==> src/assert_macros.svh <==
// Assertion helpers for the RTL file that checks itself.
`ifndef ASSERT_MACROS_SVH
`define ASSERT_MACROS_SVH

// Same-cycle implication.
`define SCCC_ASSERT_IMP(lbl, clk, rst, pre, post) \
   lbl: assert property (@(posedge clk) disable iff (rst) (pre) |-> (post)) \
      else $error("assertion failed");

// Next-cycle implication.
`define SCCC_ASSERT_NXT(lbl, clk, rst, pre, post) \
   lbl: assert property (@(posedge clk) disable iff (rst) (pre) |=> (post)) \
      else $error("assertion failed");

`endif

==> src/sccc_pkg.sv <==
package sccc_pkg;

   localparam int COORD_BITS         = 16;
   localparam int MAX_WINDOW_DEFAULT = 8;
   localparam int KREG_BITS          = 4;
   localparam int KREG_RESET         = 3;
   localparam int COS_BITS           = 29;
   localparam int FRAC_SHIFT         = 32;

   // cos^2(75 deg) in Q0.32.
   localparam logic [COS_BITS-1:0] COS2_75_Q32 = 29'd287708255;

   // Squared distances in Q8.8 squared units.
   localparam int D2_0P5     = 16384;
   localparam int D2_1P5     = 147456;
   localparam int D2_2P0     = 262144;
   localparam int D2_2P5     = 409600;
   localparam int D2_0P8_X25 = 1048576;

   typedef enum logic [1:0] {
      CLASS_NONE,
      CLASS_PEDESTRIAN,
      CLASS_FRONT,
      CLASS_CORNER
   } class_type;

   typedef struct packed {
      logic signed [COORD_BITS-1:0] x;
      logic signed [COORD_BITS-1:0] y;
   } point_type;

   typedef struct packed {
      logic signed [COORD_BITS-1:0] point_x;
      logic signed [COORD_BITS-1:0] point_y;
      logic                         last_point;
   } req_type;

   typedef struct packed {
      class_type                    obstacle_class;
      logic [2:0]                   interest_count;
      logic signed [COORD_BITS-1:0] first_x;
      logic signed [COORD_BITS-1:0] first_y;
      logic signed [COORD_BITS-1:0] second_x;
      logic signed [COORD_BITS-1:0] second_y;
      logic signed [COORD_BITS-1:0] third_x;
      logic signed [COORD_BITS-1:0] third_y;
      logic signed [COORD_BITS-1:0] pedestrian_x;
      logic signed [COORD_BITS-1:0] pedestrian_y;
   } rsp_type;

   typedef enum logic [2:0] {
      T_IDLE,
      T_SUM,
      T_UV,
      T_AGO,
      T_AWAIT,
      T_FINAL,
      T_CPREP,
      T_OUT
   } top_state_type;

   typedef enum logic [1:0] {
      AS_IDLE,
      AS_ISSUE,
      AS_WAIT,
      AS_DONE
   } ang_state_type;

   typedef enum logic [3:0] {
      OP_UXX,
      OP_UYY,
      OP_VXX,
      OP_VYY,
      OP_XDOT,
      OP_YDOT,
      OP_DSQ,
      OP_CMU,
      OP_CMV
   } op_type;

   typedef struct packed {
      logic idle;
      logic done;
      logic pass;
   } ang_stat_type;

endpackage

==> src/scan_cluster_corner_classifier_unit.sv <==
// A point that is not tested for an angle passes through T_FINAL before the next ready.
// A tested middle point sums its window in T_SUM and forms its vectors in T_UV, then runs
// one angle test of 9 bit-serial products on the shared multiplier, which sets its pace.
// With two or three interest points, the last point adds an angle test for the class, then
// the result register loads. Reset (synchronous) clears the sequencer, point and interest
// counts, and sets k to 3; window and interest point storage stays undefined until written.
`include "assert_macros.svh"

module scan_cluster_corner_classifier_unit #(
   parameter int MAX_WINDOW = sccc_pkg::MAX_WINDOW_DEFAULT
) (
   input  logic                            clock,
   input  logic                            reset,
   input  logic                            req_valid,
   output logic                            req_stall,
   input  sccc_pkg::req_type               req_payload,
   output logic                            rsp_valid,
   input  logic                            rsp_stall,
   output sccc_pkg::rsp_type               rsp_payload,
   input  logic                            csr_valid,
   output logic                            csr_ready,
   input  logic [sccc_pkg::KREG_BITS-1:0]  csr_data
);
   import sccc_pkg::*;

   localparam int DEPTH = 2 * MAX_WINDOW + 1;
   localparam int IW    = $clog2(DEPTH);
   localparam int KW    = $clog2(MAX_WINDOW + 1);
   localparam int CW    = COORD_BITS;
   localparam int VW    = CW + KW + 1;
   localparam int QW    = 2 * VW + 1;

   top_state_type state_ff, state_in;

   point_type window_ff [DEPTH];
   point_type window_in [DEPTH];
   point_type ipt_ff [3];
   point_type ipt_in [3];
   point_type c_ff, c_in, rd, rec_pt;

   logic [IW-1:0]          seen_ff, seen_in, t_ff, t_in, twok;
   logic [2:0]             itot_ff, itot_in;
   logic [KREG_BITS-1:0]   k_ff;
   logic [KW-1:0]          kc;
   logic                   last_ff, last_in, phase_ff, phase_in, rec_en;
   logic signed [VW-1:0]   sax_ff, sax_in, say_ff, say_in, sbx_ff, sbx_in, sby_ff, sby_in;
   logic signed [VW-1:0]   ux_ff, ux_in, uy_ff, uy_in, vx_ff, vx_in, vy_ff, vy_in;
   logic signed [VW-1:0]   kcx, kcy;
   class_type              cls_ff, cls_in, cls_calc;
   point_type              ped_ff, ped_in, ped_calc;
   rsp_type                rsp_ff, rsp_in;
   logic                   rsp_valid_ff, rsp_valid_in;
   logic                   accept, out_go;

   ang_stat_type           ang_stat;
   logic [QW-1:0]          ang_mu, ang_mv, d_lo, d_hi;
   logic [CW:0]            adx, ady;
   logic signed [CW:0]     dx, dy, sumx, sumy;
   logic [CW+3:0]          ady5, adx3;
   logic [QW+4:0]          d25;
   logic                   corner_ok;

   sccc_angle #(.VW(VW)) u_angle (
      .clock   (clock),
      .reset   (reset),
      .start_i (state_ff == T_AGO),
      .ux_i    (ux_ff),
      .uy_i    (uy_ff),
      .vx_i    (vx_ff),
      .vy_i    (vy_ff),
      .stat_o  (ang_stat),
      .mu_o    (ang_mu),
      .mv_o    (ang_mv)
   );

   always_comb begin
      if (k_ff == '0) begin
         kc = KW'(1);
      end else if (int'(k_ff) > MAX_WINDOW) begin
         kc = KW'(MAX_WINDOW);
      end else begin
         kc = KW'(k_ff);
      end
   end

   // A register write never shares an edge with a point transfer, so one point sees one k.
   assign twok      = IW'({kc, 1'b0});
   assign accept    = req_valid && !req_stall;
   assign out_go    = (state_ff == T_OUT) && (!rsp_valid_ff || !rsp_stall);
   assign req_stall = (state_ff != T_IDLE);
   assign csr_ready = (state_ff == T_IDLE) && !req_valid;
   assign rd        = window_ff[t_ff];
   assign kcx       = VW'(signed'({1'b0, kc})) * VW'(c_ff.x);
   assign kcy       = VW'(signed'({1'b0, kc})) * VW'(c_ff.y);

   // Classification terms from the first interest points and the angle unit results.
   always_comb begin
      d_lo      = (ang_mu < ang_mv) ? ang_mu : ang_mv;
      d_hi      = (ang_mu < ang_mv) ? ang_mv : ang_mu;
      corner_ok = ang_stat.pass &&
                  d_hi > QW'(D2_1P5) && d_hi < QW'(D2_2P5) &&
                  d_lo > QW'(D2_0P5) && d_lo < QW'(D2_1P5);
      dx   = (CW+1)'(ipt_ff[1].x) - (CW+1)'(ipt_ff[0].x);
      dy   = (CW+1)'(ipt_ff[1].y) - (CW+1)'(ipt_ff[0].y);
      adx  = dx[CW] ? (CW+1)'(-dx) : (CW+1)'(dx);
      ady  = dy[CW] ? (CW+1)'(-dy) : (CW+1)'(dy);
      ady5 = (CW+4)'(ady) * (CW+4)'(5);
      adx3 = (CW+4)'(adx) * (CW+4)'(3);
      d25  = (QW+5)'(ang_mu) * (QW+5)'(25);
      sumx = (CW+1)'(ipt_ff[0].x) + (CW+1)'(ipt_ff[1].x);
      sumy = (CW+1)'(ipt_ff[0].y) + (CW+1)'(ipt_ff[1].y);
      cls_calc   = CLASS_NONE;
      ped_calc.x = '0;
      ped_calc.y = '0;
      if (itot_ff == 3'd3) begin
         if (corner_ok) cls_calc = CLASS_CORNER;
      end else if (itot_ff == 3'd2 && ady5 < adx3) begin
         if (d25 > (QW+5)'(D2_0P8_X25) && ang_mu < QW'(D2_2P0)) begin
            cls_calc = CLASS_FRONT;
         end else if (d25 < (QW+5)'(D2_0P8_X25)) begin
            cls_calc   = CLASS_PEDESTRIAN;
            ped_calc.x = sumx[CW:1];
            ped_calc.y = sumy[CW:1];
         end
      end
   end

   always_comb begin
      state_in = state_ff;
      unique case (state_ff)
         T_IDLE: begin
            if (accept) begin
               state_in = (seen_ff != '0 && seen_ff >= twok) ? T_SUM : T_FINAL;
            end
         end
         T_SUM:   if (t_ff == twok) state_in = T_UV;
         T_UV:    state_in = T_AGO;
         T_AGO:   state_in = T_AWAIT;
         T_AWAIT: if (ang_stat.done) state_in = phase_ff ? T_OUT : T_FINAL;
         T_FINAL: state_in = last_ff ? T_CPREP : T_IDLE;
         T_CPREP: state_in = (itot_ff == 3'd2 || itot_ff == 3'd3) ? T_AGO : T_OUT;
         T_OUT:   if (out_go) state_in = T_IDLE;
         default: state_in = T_IDLE;
      endcase
   end

   always_comb begin
      window_in    = window_ff;
      ipt_in       = ipt_ff;
      seen_in      = seen_ff;
      itot_in      = itot_ff;
      t_in         = t_ff;
      last_in      = last_ff;
      phase_in     = phase_ff;
      c_in         = c_ff;
      sax_in       = sax_ff;
      say_in       = say_ff;
      sbx_in       = sbx_ff;
      sby_in       = sby_ff;
      ux_in        = ux_ff;
      uy_in        = uy_ff;
      vx_in        = vx_ff;
      vy_in        = vy_ff;
      cls_in       = cls_ff;
      ped_in       = ped_ff;
      rsp_in       = rsp_ff;
      rsp_valid_in = rsp_valid_ff && rsp_stall;
      rec_en       = 1'b0;
      rec_pt       = window_ff[0];

      case (state_ff)
         T_IDLE: begin
            if (accept) begin
               for (int i = DEPTH - 1; i > 0; i--) begin
                  window_in[i] = window_ff[i-1];
               end
               window_in[0].x = req_payload.point_x;
               window_in[0].y = req_payload.point_y;
               if (seen_ff < IW'(2 * MAX_WINDOW)) seen_in = seen_ff + IW'(1);
               last_in  = req_payload.last_point;
               phase_in = 1'b0;
               t_in     = '0;
               sax_in   = '0;
               say_in   = '0;
               sbx_in   = '0;
               sby_in   = '0;
               if (seen_ff == '0) begin
                  rec_en   = 1'b1;
                  rec_pt.x = req_payload.point_x;
                  rec_pt.y = req_payload.point_y;
               end
            end
         end
         T_SUM: begin
            // Newer points sit below the center tap, older ones above it.
            if (t_ff < IW'(kc)) begin
               sbx_in = sbx_ff + VW'(rd.x);
               sby_in = sby_ff + VW'(rd.y);
            end else if (t_ff == IW'(kc)) begin
               c_in = rd;
            end else begin
               sax_in = sax_ff + VW'(rd.x);
               say_in = say_ff + VW'(rd.y);
            end
            t_in = t_ff + IW'(1);
         end
         T_UV: begin
            ux_in = kcx - sax_ff;
            uy_in = kcy - say_ff;
            vx_in = kcx - sbx_ff;
            vy_in = kcy - sby_ff;
         end
         T_AWAIT: begin
            if (ang_stat.done) begin
               if (phase_ff) begin
                  cls_in = cls_calc;
                  ped_in = ped_calc;
               end else if (ang_stat.pass) begin
                  rec_en = 1'b1;
                  rec_pt = c_ff;
               end
            end
         end
         T_FINAL: begin
            if (last_ff) rec_en = 1'b1;
         end
         T_CPREP: begin
            phase_in = 1'b1;
            cls_in   = CLASS_NONE;
            ped_in.x = '0;
            ped_in.y = '0;
            ux_in    = VW'(ipt_ff[1].x) - VW'(ipt_ff[0].x);
            uy_in    = VW'(ipt_ff[1].y) - VW'(ipt_ff[0].y);
            if (itot_ff == 3'd3) begin
               vx_in = VW'(ipt_ff[1].x) - VW'(ipt_ff[2].x);
               vy_in = VW'(ipt_ff[1].y) - VW'(ipt_ff[2].y);
            end else begin
               vx_in = VW'(ipt_ff[1].x) - VW'(ipt_ff[0].x);
               vy_in = VW'(ipt_ff[1].y) - VW'(ipt_ff[0].y);
            end
         end
         T_OUT: begin
            if (out_go) begin
               rsp_in.obstacle_class = cls_ff;
               rsp_in.interest_count = itot_ff;
               rsp_in.first_x        = (itot_ff >= 3'd1) ? ipt_ff[0].x : '0;
               rsp_in.first_y        = (itot_ff >= 3'd1) ? ipt_ff[0].y : '0;
               rsp_in.second_x       = (itot_ff >= 3'd2) ? ipt_ff[1].x : '0;
               rsp_in.second_y       = (itot_ff >= 3'd2) ? ipt_ff[1].y : '0;
               rsp_in.third_x        = (itot_ff >= 3'd3) ? ipt_ff[2].x : '0;
               rsp_in.third_y        = (itot_ff >= 3'd3) ? ipt_ff[2].y : '0;
               rsp_in.pedestrian_x   = ped_ff.x;
               rsp_in.pedestrian_y   = ped_ff.y;
               rsp_valid_in          = 1'b1;
               seen_in               = '0;
               itot_in               = '0;
            end
         end
         default: begin
            rec_en = 1'b0;
         end
      endcase

      if (rec_en) begin
         if (itot_ff < 3'd3) ipt_in[itot_ff[1:0]] = rec_pt;
         if (itot_ff < 3'd4) itot_in = itot_ff + 3'd1;
      end
   end

   always_ff @(posedge clock) begin
      if (reset) begin
         state_ff     <= T_IDLE;
         seen_ff      <= '0;
         itot_ff      <= '0;
         rsp_valid_ff <= 1'b0;
         k_ff         <= KREG_BITS'(KREG_RESET);
      end else begin
         state_ff     <= state_in;
         seen_ff      <= seen_in;
         itot_ff      <= itot_in;
         rsp_valid_ff <= rsp_valid_in;
         if (csr_valid && csr_ready) k_ff <= csr_data;
      end
   end

   always_ff @(posedge clock) begin
      window_ff <= window_in;
      ipt_ff    <= ipt_in;
      t_ff      <= t_in;
      last_ff   <= last_in;
      phase_ff  <= phase_in;
      c_ff      <= c_in;
      sax_ff    <= sax_in;
      say_ff    <= say_in;
      sbx_ff    <= sbx_in;
      sby_ff    <= sby_in;
      ux_ff     <= ux_in;
      uy_ff     <= uy_in;
      vx_ff     <= vx_in;
      vy_ff     <= vy_in;
      cls_ff    <= cls_in;
      ped_ff    <= ped_in;
      rsp_ff    <= rsp_in;
   end

   assign rsp_valid   = rsp_valid_ff;
   assign rsp_payload = rsp_ff;

   `SCCC_ASSERT_NXT(a_busy_after_accept, clock, reset, req_valid && !req_stall, req_stall)
   `SCCC_ASSERT_IMP(a_count_bound, clock, reset, 1'b1, itot_ff <= 3'd4)
   `SCCC_ASSERT_IMP(a_angle_free_on_start, clock, reset, state_ff == T_AGO, ang_stat.idle)
   `SCCC_ASSERT_IMP(a_rsp_from_out, clock, reset, $rose(rsp_valid_ff), $past(state_ff) == T_OUT)

endmodule

==> src/sccc_mul.sv <==
module sccc_mul #(
   parameter int AW = 75,
   parameter int BW = 43
) (
   input  logic             clock,
   input  logic             reset,
   input  logic             start_i,
   input  logic [AW-1:0]    a_i,
   input  logic [BW-1:0]    b_i,
   output logic             done_o,
   output logic [AW+BW-1:0] prod_o
);
   localparam int PW   = AW + BW;
   localparam int CNTW = $clog2(BW + 1);

   logic [PW-1:0]   acc_ff, acc_in;
   logic [PW-1:0]   ash_ff, ash_in;
   logic [BW-1:0]   bsh_ff, bsh_in;
   logic [CNTW-1:0] cnt_ff, cnt_in;
   logic            run_ff, run_in;

   // One multiplier bit per cycle, least significant first.
   always_comb begin
      acc_in = acc_ff;
      ash_in = ash_ff;
      bsh_in = bsh_ff;
      cnt_in = cnt_ff;
      run_in = run_ff;
      if (start_i) begin
         acc_in = '0;
         ash_in = PW'(a_i);
         bsh_in = b_i;
         cnt_in = CNTW'(BW);
         run_in = 1'b1;
      end else if (run_ff) begin
         if (cnt_ff != '0) begin
            acc_in = bsh_ff[0] ? acc_ff + ash_ff : acc_ff;
            ash_in = ash_ff << 1;
            bsh_in = bsh_ff >> 1;
            cnt_in = cnt_ff - CNTW'(1);
         end else begin
            run_in = 1'b0;
         end
      end
   end

   always_ff @(posedge clock) begin
      if (reset) begin
         run_ff <= 1'b0;
         cnt_ff <= '0;
      end else begin
         run_ff <= run_in;
         cnt_ff <= cnt_in;
      end
   end

   always_ff @(posedge clock) begin
      acc_ff <= acc_in;
      ash_ff <= ash_in;
      bsh_ff <= bsh_in;
   end

   assign done_o = run_ff && (cnt_ff == '0);
   assign prod_o = acc_ff;

endmodule

==> src/sccc_angle.sv <==
module sccc_angle #(
   parameter int VW = 21
) (
   input  logic                      clock,
   input  logic                      reset,
   input  logic                      start_i,
   input  logic signed [VW-1:0]      ux_i,
   input  logic signed [VW-1:0]      uy_i,
   input  logic signed [VW-1:0]      vx_i,
   input  logic signed [VW-1:0]      vy_i,
   output sccc_pkg::ang_stat_type    stat_o,
   output logic [2*VW:0]             mu_o,
   output logic [2*VW:0]             mv_o
);
   import sccc_pkg::*;

   localparam int QW = 2 * VW + 1;
   localparam int AW = QW + FRAC_SHIFT;
   localparam int BW = QW;
   localparam int PW = AW + BW;

   ang_state_type state_ff, state_in;
   op_type        op_ff, op_in;

   logic [VW-1:0]        mux_ff, muy_ff, mvx_ff, mvy_ff;
   logic                 sx_ff, sy_ff;
   logic [QW-1:0]        mu_ff, mu_in, mv_ff, mv_in;
   logic signed [QW:0]   dot_ff, dot_in;
   logic [2*QW-1:0]      sq_ff, sq_in;
   logic [PW-1:0]        r_ff, r_in;

   logic                 mul_start, mul_done;
   logic [AW-1:0]        mul_a;
   logic [BW-1:0]        mul_b;
   logic [PW-1:0]        mul_prod;
   logic [QW-1:0]        adot;
   logic signed [QW:0]   term;

   function automatic logic [VW-1:0] mag_of(input logic signed [VW-1:0] v);
      return v[VW-1] ? VW'(-v) : VW'(v);
   endfunction

   sccc_mul #(.AW(AW), .BW(BW)) u_mul (
      .clock   (clock),
      .reset   (reset),
      .start_i (mul_start),
      .a_i     (mul_a),
      .b_i     (mul_b),
      .done_o  (mul_done),
      .prod_o  (mul_prod)
   );

   assign adot = dot_ff[QW] ? QW'(-dot_ff) : QW'(dot_ff);

   always_comb begin
      state_in = state_ff;
      unique case (state_ff)
         AS_IDLE:  if (start_i) state_in = AS_ISSUE;
         AS_ISSUE: state_in = AS_WAIT;
         AS_WAIT: begin
            if (mul_done) state_in = (op_ff == OP_CMV) ? AS_DONE : AS_ISSUE;
         end
         AS_DONE:  state_in = AS_IDLE;
         default:  state_in = AS_IDLE;
      endcase
   end

   always_comb begin
      mul_a = '0;
      mul_b = '0;
      case (op_ff)
         OP_UXX:  begin mul_a = AW'(mux_ff); mul_b = BW'(mux_ff); end
         OP_UYY:  begin mul_a = AW'(muy_ff); mul_b = BW'(muy_ff); end
         OP_VXX:  begin mul_a = AW'(mvx_ff); mul_b = BW'(mvx_ff); end
         OP_VYY:  begin mul_a = AW'(mvy_ff); mul_b = BW'(mvy_ff); end
         OP_XDOT: begin mul_a = AW'(mux_ff); mul_b = BW'(mvx_ff); end
         OP_YDOT: begin mul_a = AW'(muy_ff); mul_b = BW'(mvy_ff); end
         OP_DSQ:  begin mul_a = AW'(adot);   mul_b = adot;        end
         OP_CMU:  begin mul_a = AW'(COS2_75_Q32); mul_b = mu_ff;  end
         OP_CMV:  begin mul_a = r_ff[AW-1:0]; mul_b = mv_ff;      end
         default: begin mul_a = '0; mul_b = '0; end
      endcase
   end

   always_comb begin
      mul_start = (state_ff == AS_ISSUE);
      op_in     = op_ff;
      mu_in     = mu_ff;
      mv_in     = mv_ff;
      dot_in    = dot_ff;
      sq_in     = sq_ff;
      r_in      = r_ff;
      term      = signed'({1'b0, mul_prod[QW-1:0]});
      if (state_ff == AS_IDLE && start_i) begin
         op_in = OP_UXX;
      end else if (state_ff == AS_WAIT && mul_done) begin
         if (op_ff != OP_CMV) op_in = op_type'(op_ff + 4'd1);
         case (op_ff)
            OP_UXX:  mu_in  = mul_prod[QW-1:0];
            OP_UYY:  mu_in  = mu_ff + mul_prod[QW-1:0];
            OP_VXX:  mv_in  = mul_prod[QW-1:0];
            OP_VYY:  mv_in  = mv_ff + mul_prod[QW-1:0];
            OP_XDOT: dot_in = sx_ff ? -term : term;
            OP_YDOT: dot_in = sy_ff ? dot_ff - term : dot_ff + term;
            OP_DSQ:  sq_in  = mul_prod[2*QW-1:0];
            OP_CMU:  r_in   = mul_prod;
            OP_CMV:  r_in   = mul_prod;
            default: r_in   = r_ff;
         endcase
      end
   end

   always_ff @(posedge clock) begin
      if (reset) begin
         state_ff <= AS_IDLE;
         op_ff    <= OP_UXX;
      end else begin
         state_ff <= state_in;
         op_ff    <= op_in;
      end
   end

   always_ff @(posedge clock) begin
      if (state_ff == AS_IDLE && start_i) begin
         mux_ff <= mag_of(ux_i);
         muy_ff <= mag_of(uy_i);
         mvx_ff <= mag_of(vx_i);
         mvy_ff <= mag_of(vy_i);
         sx_ff  <= ux_i[VW-1] ^ vx_i[VW-1];
         sy_ff  <= uy_i[VW-1] ^ vy_i[VW-1];
      end
      mu_ff  <= mu_in;
      mv_ff  <= mv_in;
      dot_ff <= dot_in;
      sq_ff  <= sq_in;
      r_ff   <= r_in;
   end

   // The angle passes when dot^2 * 2^32 < C * |u|^2 * |v|^2 with both vectors nonzero.
   assign stat_o.idle = (state_ff == AS_IDLE);
   assign stat_o.done = (state_ff == AS_DONE);
   assign stat_o.pass = (mu_ff != '0) && (mv_ff != '0) &&
                        ({sq_ff, {FRAC_SHIFT{1'b0}}} < r_ff);
   assign mu_o = mu_ff;
   assign mv_o = mv_ff;

endmodule

==> config.mk <==
export PLATFORM = sky130hd
export DESIGN_NAME = scan_cluster_corner_classifier_unit
export DESIGN_NICKNAME = d
export VERILOG_FILES = /design/src/sccc_pkg.sv /design/src/scan_cluster_corner_classifier_unit.sv /design/src/sccc_mul.sv /design/src/sccc_angle.sv
export VERILOG_INCLUDE_DIRS = /design/src /design/src/src
export SDC_FILE = /design/constraint.sdc
export NUM_CORES = 2
export LEC_CHECK = 0
export ABC_CLOCK_PERIOD_IN_PS = 13490
export BUFFER_PORTS_ARGS = -buffer_cell sky130_fd_sc_hd__clkbuf_2
export CAP_MARGIN = 20
export CORE_MARGIN = 2
export CORE_UTILIZATION = 35
export CTS_BUF_LIST = sky130_fd_sc_hd__clkbuf_4
export CTS_CLUSTER_SIZE = 10
export DETAILED_ROUTE_END_ITERATION = 7
export GPL_TIMING_DRIVEN = 0
export PLACE_DENSITY_LB_ADDON = 0.1
export SLEW_MARGIN = 20
export SYNTH_ARGS = -nofsm -noshare
export SYNTH_HDL_FRONTEND = slang
export SYNTH_HIERARCHICAL = 1
export SYNTH_SLANG_ARGS = --single-unit
==> constraint.sdc <==
create_clock -name clock -period 13.49 [get_ports clock]
set_clock_uncertainty 0.1 [all_clocks]
set_input_delay 1.349 -clock clock [delete_from_list [all_inputs] [get_ports clock]]
set_output_delay 1.349 -clock clock [all_outputs]
set_load 0.02 [all_outputs]
==> Word level (Yosys, flattened, before mapping) <==
Index checks and enable logic that the tools add are counted.
{ "classes": {"order_cmp": 22, "shifts": 0, "mul": 5, "eq_ne": 34, "reduce_logical": 73, "addsub": 34, "bitwise": 6, "mux": 108, "n_div": 0} }
{ "ops": {"columns": ["operator", "n"], "rows": [
  ["$pmux W75 S7", 1],
  ["$mux W32", 14],
  ["$pmux W21 S2", 8],
  ["$pmux W43 S7", 1],
  ["$mux W43", 6],
  ["$mux W75", 3],
  ["$mux W21", 9],
  ["$pmux W43 S2", 2],
  ["$bmux W32 S5", 1],
  ["$pmux W32 S2", 2],
  ["$add A118 B118 Y118", 1],
  ["$lt A118 B118 Y1", 1],
  ["$sub A16 B16 Y17", 6],
  ["$bwmux W96", 1],
  ["$mux W44", 2],
  ["$pmux W44 S2", 1],
  ["$add A43 B43 Y43", 2],
  ["$lt A43 B19 Y1 const B", 2],
  ["$reduce_bool A43 Y1", 2],
  ["$add A21 B16 Y21", 4],
  ["$neg A21 Y21", 4],
  ["$sub A21 B21 Y21", 4],
  ["$mux W20", 4],
  ["$demux W32 S2", 1],
  ["79 further kinds", 200]
]} }
{ "word_totals": {"n_memories": 0, "elab_cells": 377, "rom_bits": 0, "ram_bits": 0, "input_bits": 42, "latchBits": 0, "out_inout_bits": 136, "reg_bits": 1742} }

==> Depth between registers and ports, before layout <==
{ "depth": {"ltp_word": 12, "ltp_mapped": 39, "ltp_nobuf": 36} }

==> By module <==
Netlist, hierarchy kept.
{ "by_module_without_submodules": {"columns": ["mod", "seq_area_each_um2", "area_per_inst_um2", "cells_per_inst", "n_inst"], "rows": [
  ["scan_cluster_corner_classifier_unit", 30769.5, 64461.8, 5499, 1],
  ["sccc_angle", 12732.2, 29370.7, 2977, 1],
  ["sccc_mul", 6906.6, 17954.7, 2089, 1]
]} }

==> Worst setup path after synthesis <==
Ideal clock, no wire load.
{ "synth_path": {"kind": "input-to-reg", "startpoint": "input port req_valid", "endpoint": "register last_ff, enable pin", "setup_slack_ns": 0.570, "required_ns": 12.501, "stages": 2, "setup_time_ns": 0.889, "t_arrival_ns": 11.931, "path_buffers": 0, "path_cell_list": "nand2_1 > inv_1"} }
{ "synth_via": {"elab_chain_len": 2} }
{ "synth_rtl": {"columns": ["item", "line_no", "source"], "rows": [
  ["start: declaration", "scan_cluster_corner_classifier_unit.sv:14", "input logic req_valid,"],
  ["$logic_and A1 B1 Y1", "scan_cluster_corner_classifier_unit.sv:88", "assign accept = req_valid && !req_stall;"],
  ["$reduce_and A2 Y1 (no line)", null, null],
  ["end signal: assignment", "scan_cluster_corner_classifier_unit.sv:290", "last_ff <= last_in;"],
  ["end: declaration", "scan_cluster_corner_classifier_unit.sv:45", "logic last_ff, last_in, phase_ff, phase_in, rec_en;"]
]} }
No other way between the ends.
A chain may end at the register's enable or synchronous reset.

==> Worst setup path after layout <==
{ "layout_path": {"startpoint": "register ipt_ff[36] in the netlist's numbering", "endpoint": "register ped_ff[29] in the netlist's numbering (data pin)"} }
{ "layout_via": {"elab_chain_len": 11} }
{ "layout_rtl": {"columns": ["item", "line_no", "source"], "rows": [
  ["start: declaration", "scan_cluster_corner_classifier_unit.sv:37", "point_type ipt_ff [3];"],
  ["start signal: assignment", "scan_cluster_corner_classifier_unit.sv:288", "ipt_ff <= ipt_in;"],
  ["$sub A16 B16 Y17 (*)", "scan_cluster_corner_classifier_unit.sv:104", "dy = (CW+1)'(ipt_ff[1].y) - (CW+1)'(ipt_ff[0].y);"],
  ["$neg A17 Y17", "scan_cluster_corner_classifier_unit.sv:106", "ady = dy[CW] ? (CW+1)'(-dy) : (CW+1)'(dy);"],
  ["$mux W17 (*)", "scan_cluster_corner_classifier_unit.sv:106", null],
  ["$mul A17 B3 Y20 (*)", "scan_cluster_corner_classifier_unit.sv:107", "ady5 = (CW+4)'(ady) * (CW+4)'(5);"],
  ["$lt A20 B19 Y1 (*)", "scan_cluster_corner_classifier_unit.sv:117", "end else if (itot_ff == 3'd2 && ady5 < adx3) begin"],
  ["$logic_and A1 B1 Y1 (*)", "scan_cluster_corner_classifier_unit.sv:117", null],
  ["$mux W32 (*)", "scan_cluster_corner_classifier_unit.sv:117", null],
  ["$mux W32 (*)", "scan_cluster_corner_classifier_unit.sv:115", "if (itot_ff == 3'd3) begin"],
  ["$mux W32 (*)", "scan_cluster_corner_classifier_unit.sv:215", "if (phase_ff) begin"],
  ["$mux W32 (*)", "scan_cluster_corner_classifier_unit.sv:214", "if (ang_stat.done) begin"],
  ["$pmux W32 S2 (*)", "scan_cluster_corner_classifier_unit.sv:171", "case (state_ff)"],
  ["end signal: assignment", "scan_cluster_corner_classifier_unit.sv:302", "ped_ff <= ped_in;"],
  ["end: declaration", "scan_cluster_corner_classifier_unit.sv:50", "point_type ped_ff, ped_in, ped_calc;"]
]} }
Mark *: on every way between the ends. The rest lies on a longest branch, timed or not. The select of a mux whose other input is x is not followed.

==> metrics.md <==
| Metric | Value |
|---|---|
| HP Class | primary input to flip-flop |
| Antenna violations before repair | 17 |
| Reg2reg start | ipt_ff[36] |
| RSZ-0062 raised after global routing | no |
| Met1 Use GR | 33.83% |
| Final net count | about 12000 |
| Min Tclk post-route | a little over 9 ns |
| First-pass GRT wire length | 586.6 mm |
| Flops & latches, synth | roughly 1700 |
| Grt ovf | 0 |
| CTS clk-pin slew, worst paths | 0.07 ns |
| Post-synthesis sequential area ratio | between 40% and 50% |
| Total Wirelength | ~410 mm |
| Worst Hold Launch | rsp_stall |
| I/O pin total | about 180 |
| DIE HEIGHT | 569.1 um |
| Crit path max-delay cell type | nor3_1 |
| Die area | about 320000 um^2 |
| H-tree levels | 6 |
| Startpoint types | flip-flop |
| Leakage power total | between 40 and 50 nW |
| Layout Cells excl Fill | between 15000 and 20000 |
| Most frequent cell after synthesis | edfxtp_1 |
| CTS buffer count | 520 |
| Worst stage delay on the critical path | ~0.56 ns |
| Port Buffer Count | around 180 |
| Fin crit share | approximately two thirds |
| Worst-Margin Slew | roughly 1.2 ns |
| Die extent in x | between 500 and 600 um |
| Starting Density | a little over a third |
| Netlist Area Pre-Place | roughly 110000 um^2 |
| Maximum VDD drop | 0.3102 mV |
| Site Rows | around 210 |
| Total power | 32.20 mW |
| Root Driver | clkbuf_4 |
| Tot GR Track Use | 24.44% |
| Area grow syn2layout | 12.97% |
| Clk sinks | approximately 1700 |
| CTS tree | yes |
| Cells after Synth | between 10000 and 15000 |
| TritonRoute pass-1 iters | 8 |
| CP most frequent cell | ha_1 |
| Max Root-Sink Buffers | 4 |
| Total number of vias | approximately 90000 |
| Failing checks | DRC |
| Count of unique library cells instantiated by Yosys | 118 |
| Top post-synthesis cells by count | edfxtp_1, nand2_1, ha_1 |
| Busiest grt layer | met2 |
| Status | complete, but fails checks |
| Syn Area/Cell | around 11 um^2 |
| Worst setup path start | ipt_ff[36] |
| Top cells by area, synth | edfxtp_1, ha_1, xnor2_1, dfxtp_1, a21oi_1 |
| Final HPWL DP | around 320 mm |
| Cell Pwr Density | around 250 nW/um^2 |
| Met3 Use GR | around 3.5% |
| Routed Antenna Nets | 0 |
| Starting DRT DRC Count | slightly below 8000 |
| Slew HR | roughly a fifth |
| DRC | 5 |
| Yosys warning count | 6 |
| Avg WL per Cell | 25.56 um |
| Vias in the first global route | 85899 |
| Slew Viols, Final | 0 |
| Post-synth top area cell | edfxtp_1 |
| Core area | ~320000 um^2 |
| Syn_nets | roughly 12000 |
| Commonest register cell after synthesis | edfxtp_1 |
| CP Class | flip-flop to flip-flop |
| Crit path max fanout | 10 |
| WP data required | ~15 ns |
| Top cell type's share of synthesized area | around two fifths |
| F_max | between 100 and 150 MHz |
| Finish-stage setup viols | 0 |
| Maxcap violations | 0 |
| Share of flip-flops with an asynchronous set or reset | 0% |
| CP arrival | just over 10 ns |
| Clock Latency Late Sink | roughly 1.5 ns |
| Share of cells above drive strength 1 | between 10% and 20% |
| Worst setup EP type | flip-flop |
| Final hold violation count | 0 |
| DP Cell Count | ~15000 |
| Number of synthesized flops with an enable pin | approximately 1600 |
| RD Place Congestion | about 0.94 |
| Largest net degree at the start of global routing | roughly 110 |
| Final setup TNS | 0 ns |
| Met2 usage | about two fifths |
| Via-per-instance ratio | around 5.5 |
==> cells by family after synthesis <==
kind of cell	count (synthesis)	synth area share, %
AND/OR/NAND/NOR	2929	12.75
AO/OA/AOI/OAI	2551	14.60
flip-flops	1742	45.09
buffers and inverters	1232	4.360
adder cells (fa/ha/maj)	1072	12.83
XOR/XNOR	749	5.868
multiplexers	290	4.496
==> worst paths after layout <==
kind,end,slack [ns],cells past startpoint
worst max-delay path,ped_ff[29],4.32,33
worst min-delay path,rsp_payload[37],0.21,2
worst max register to register,ped_ff[29],4.32,33
worst min register to register,rsp_payload[4],0.28,0
==> critical path: cells and delay by family, from the launching register on <==
kind	cells	cell delay, ns
AO/OA/AOI/OAI	14	3.23
XOR/XNOR	2	0.66
adder cells (fa/ha/maj)	4	1.29
buffers and inverters	4	1.00
flip-flops	1	0.51
AND/OR/NAND/NOR	9	2.10
==> placed cells by master (no fill, tap or decap), drive strengths merged, types with 31 or more instances in the layout <==
cell type	synthesis	final
o41ai	31	31
inv	825	841
dfxtp	190	190
dlygate4sd3	0	46
nor3	254	254
or2	47	47
a221o	33	33
nor2	648	648
o21bai	81	81
or3	70	70
clkinv	1	96
and3	55	55
edfxtp	1552	1552
a21oi	757	757
buf	66	114
nor2b	136	136
mux4	158	158
nand3	160	160
fa	124	124
nand4	143	143
clkbuf	337	1254
a21boi	39	39
o211ai	33	33
a211oi	71	71
a22o	35	35
nand2b	96	96
o21ai	593	593
a22oi	115	115
ha	948	948
or4	40	40
xor2	284	284
and2	148	148
a31oi	90	90
o31ai	76	76
xnor2	465	465
nor4	74	74
a21o	284	284
o21a	77	77
nand2	972	972
mux2	117	117
==> timing repair <==
item,CTS,global route
gates resized for setup,0,0
setup buffers,0,0
hold buffers,46,0
endpoints found under the hold margin,39,0
==> layer usage <==
metal,vias up,share of wire [%]
li1,40645,-
met1,43356,45
met2,2909,45
met3,702,5.6
met4,18,4.1
met5,-,0.030
==> sequential cells by signal (all words and copies together), names as in the netlist, 44 cells and up <==
| register | flops |
|---|---|
| window_ff | 544 |
| u_angle/dot_ff | 44 |
| ipt_ff | 96 |
| u_angle/sq_ff | 86 |
| u_angle/r_ff | 118 |
| u_angle/u_mul/prod_o | 118 |
| u_angle/u_mul/ash_ff | 118 |
| rsp_payload | 133 |
==> power breakdown <==
group          internal [mW]  switching [mW]
clock                   2.86            2.50
combinational           7.24            11.0
sequential              7.72           0.848
total                   17.8            14.4
==> metrics by stage <==
step	setup slack (ns)	area (um^2)	utilization (%)	hold WS, ns
after floorplan	0.5698	111800	-	0.3003
after global placement	-3.636	117900	37.10	0.3104
after detailed placement	4.380	119200	37.49	0.3045
after CTS	4.263	126300	39.73	0.003341
after global routing	3.445	126300	39.74	0.1366
final	4.319	126300	39.74	0.2091
==> area by class of cell <==
type / count / area [um^2]
Antenna cell: 6 / 15.01
Buffer: 406 / 1798
Clock buffer: 739 / 5548
Clock inverter: 142 / 1107
Fill cell: 31314 / 191500
Inverter: 826 / 3108
Multi-Input combinational cell: 7591 / 56670
Sequential cell: 1742 / 50410
Tap cell: 4180 / 5230
Timing Repair Buffer: 272 / 2399
(Power assumes the default switching activity.)
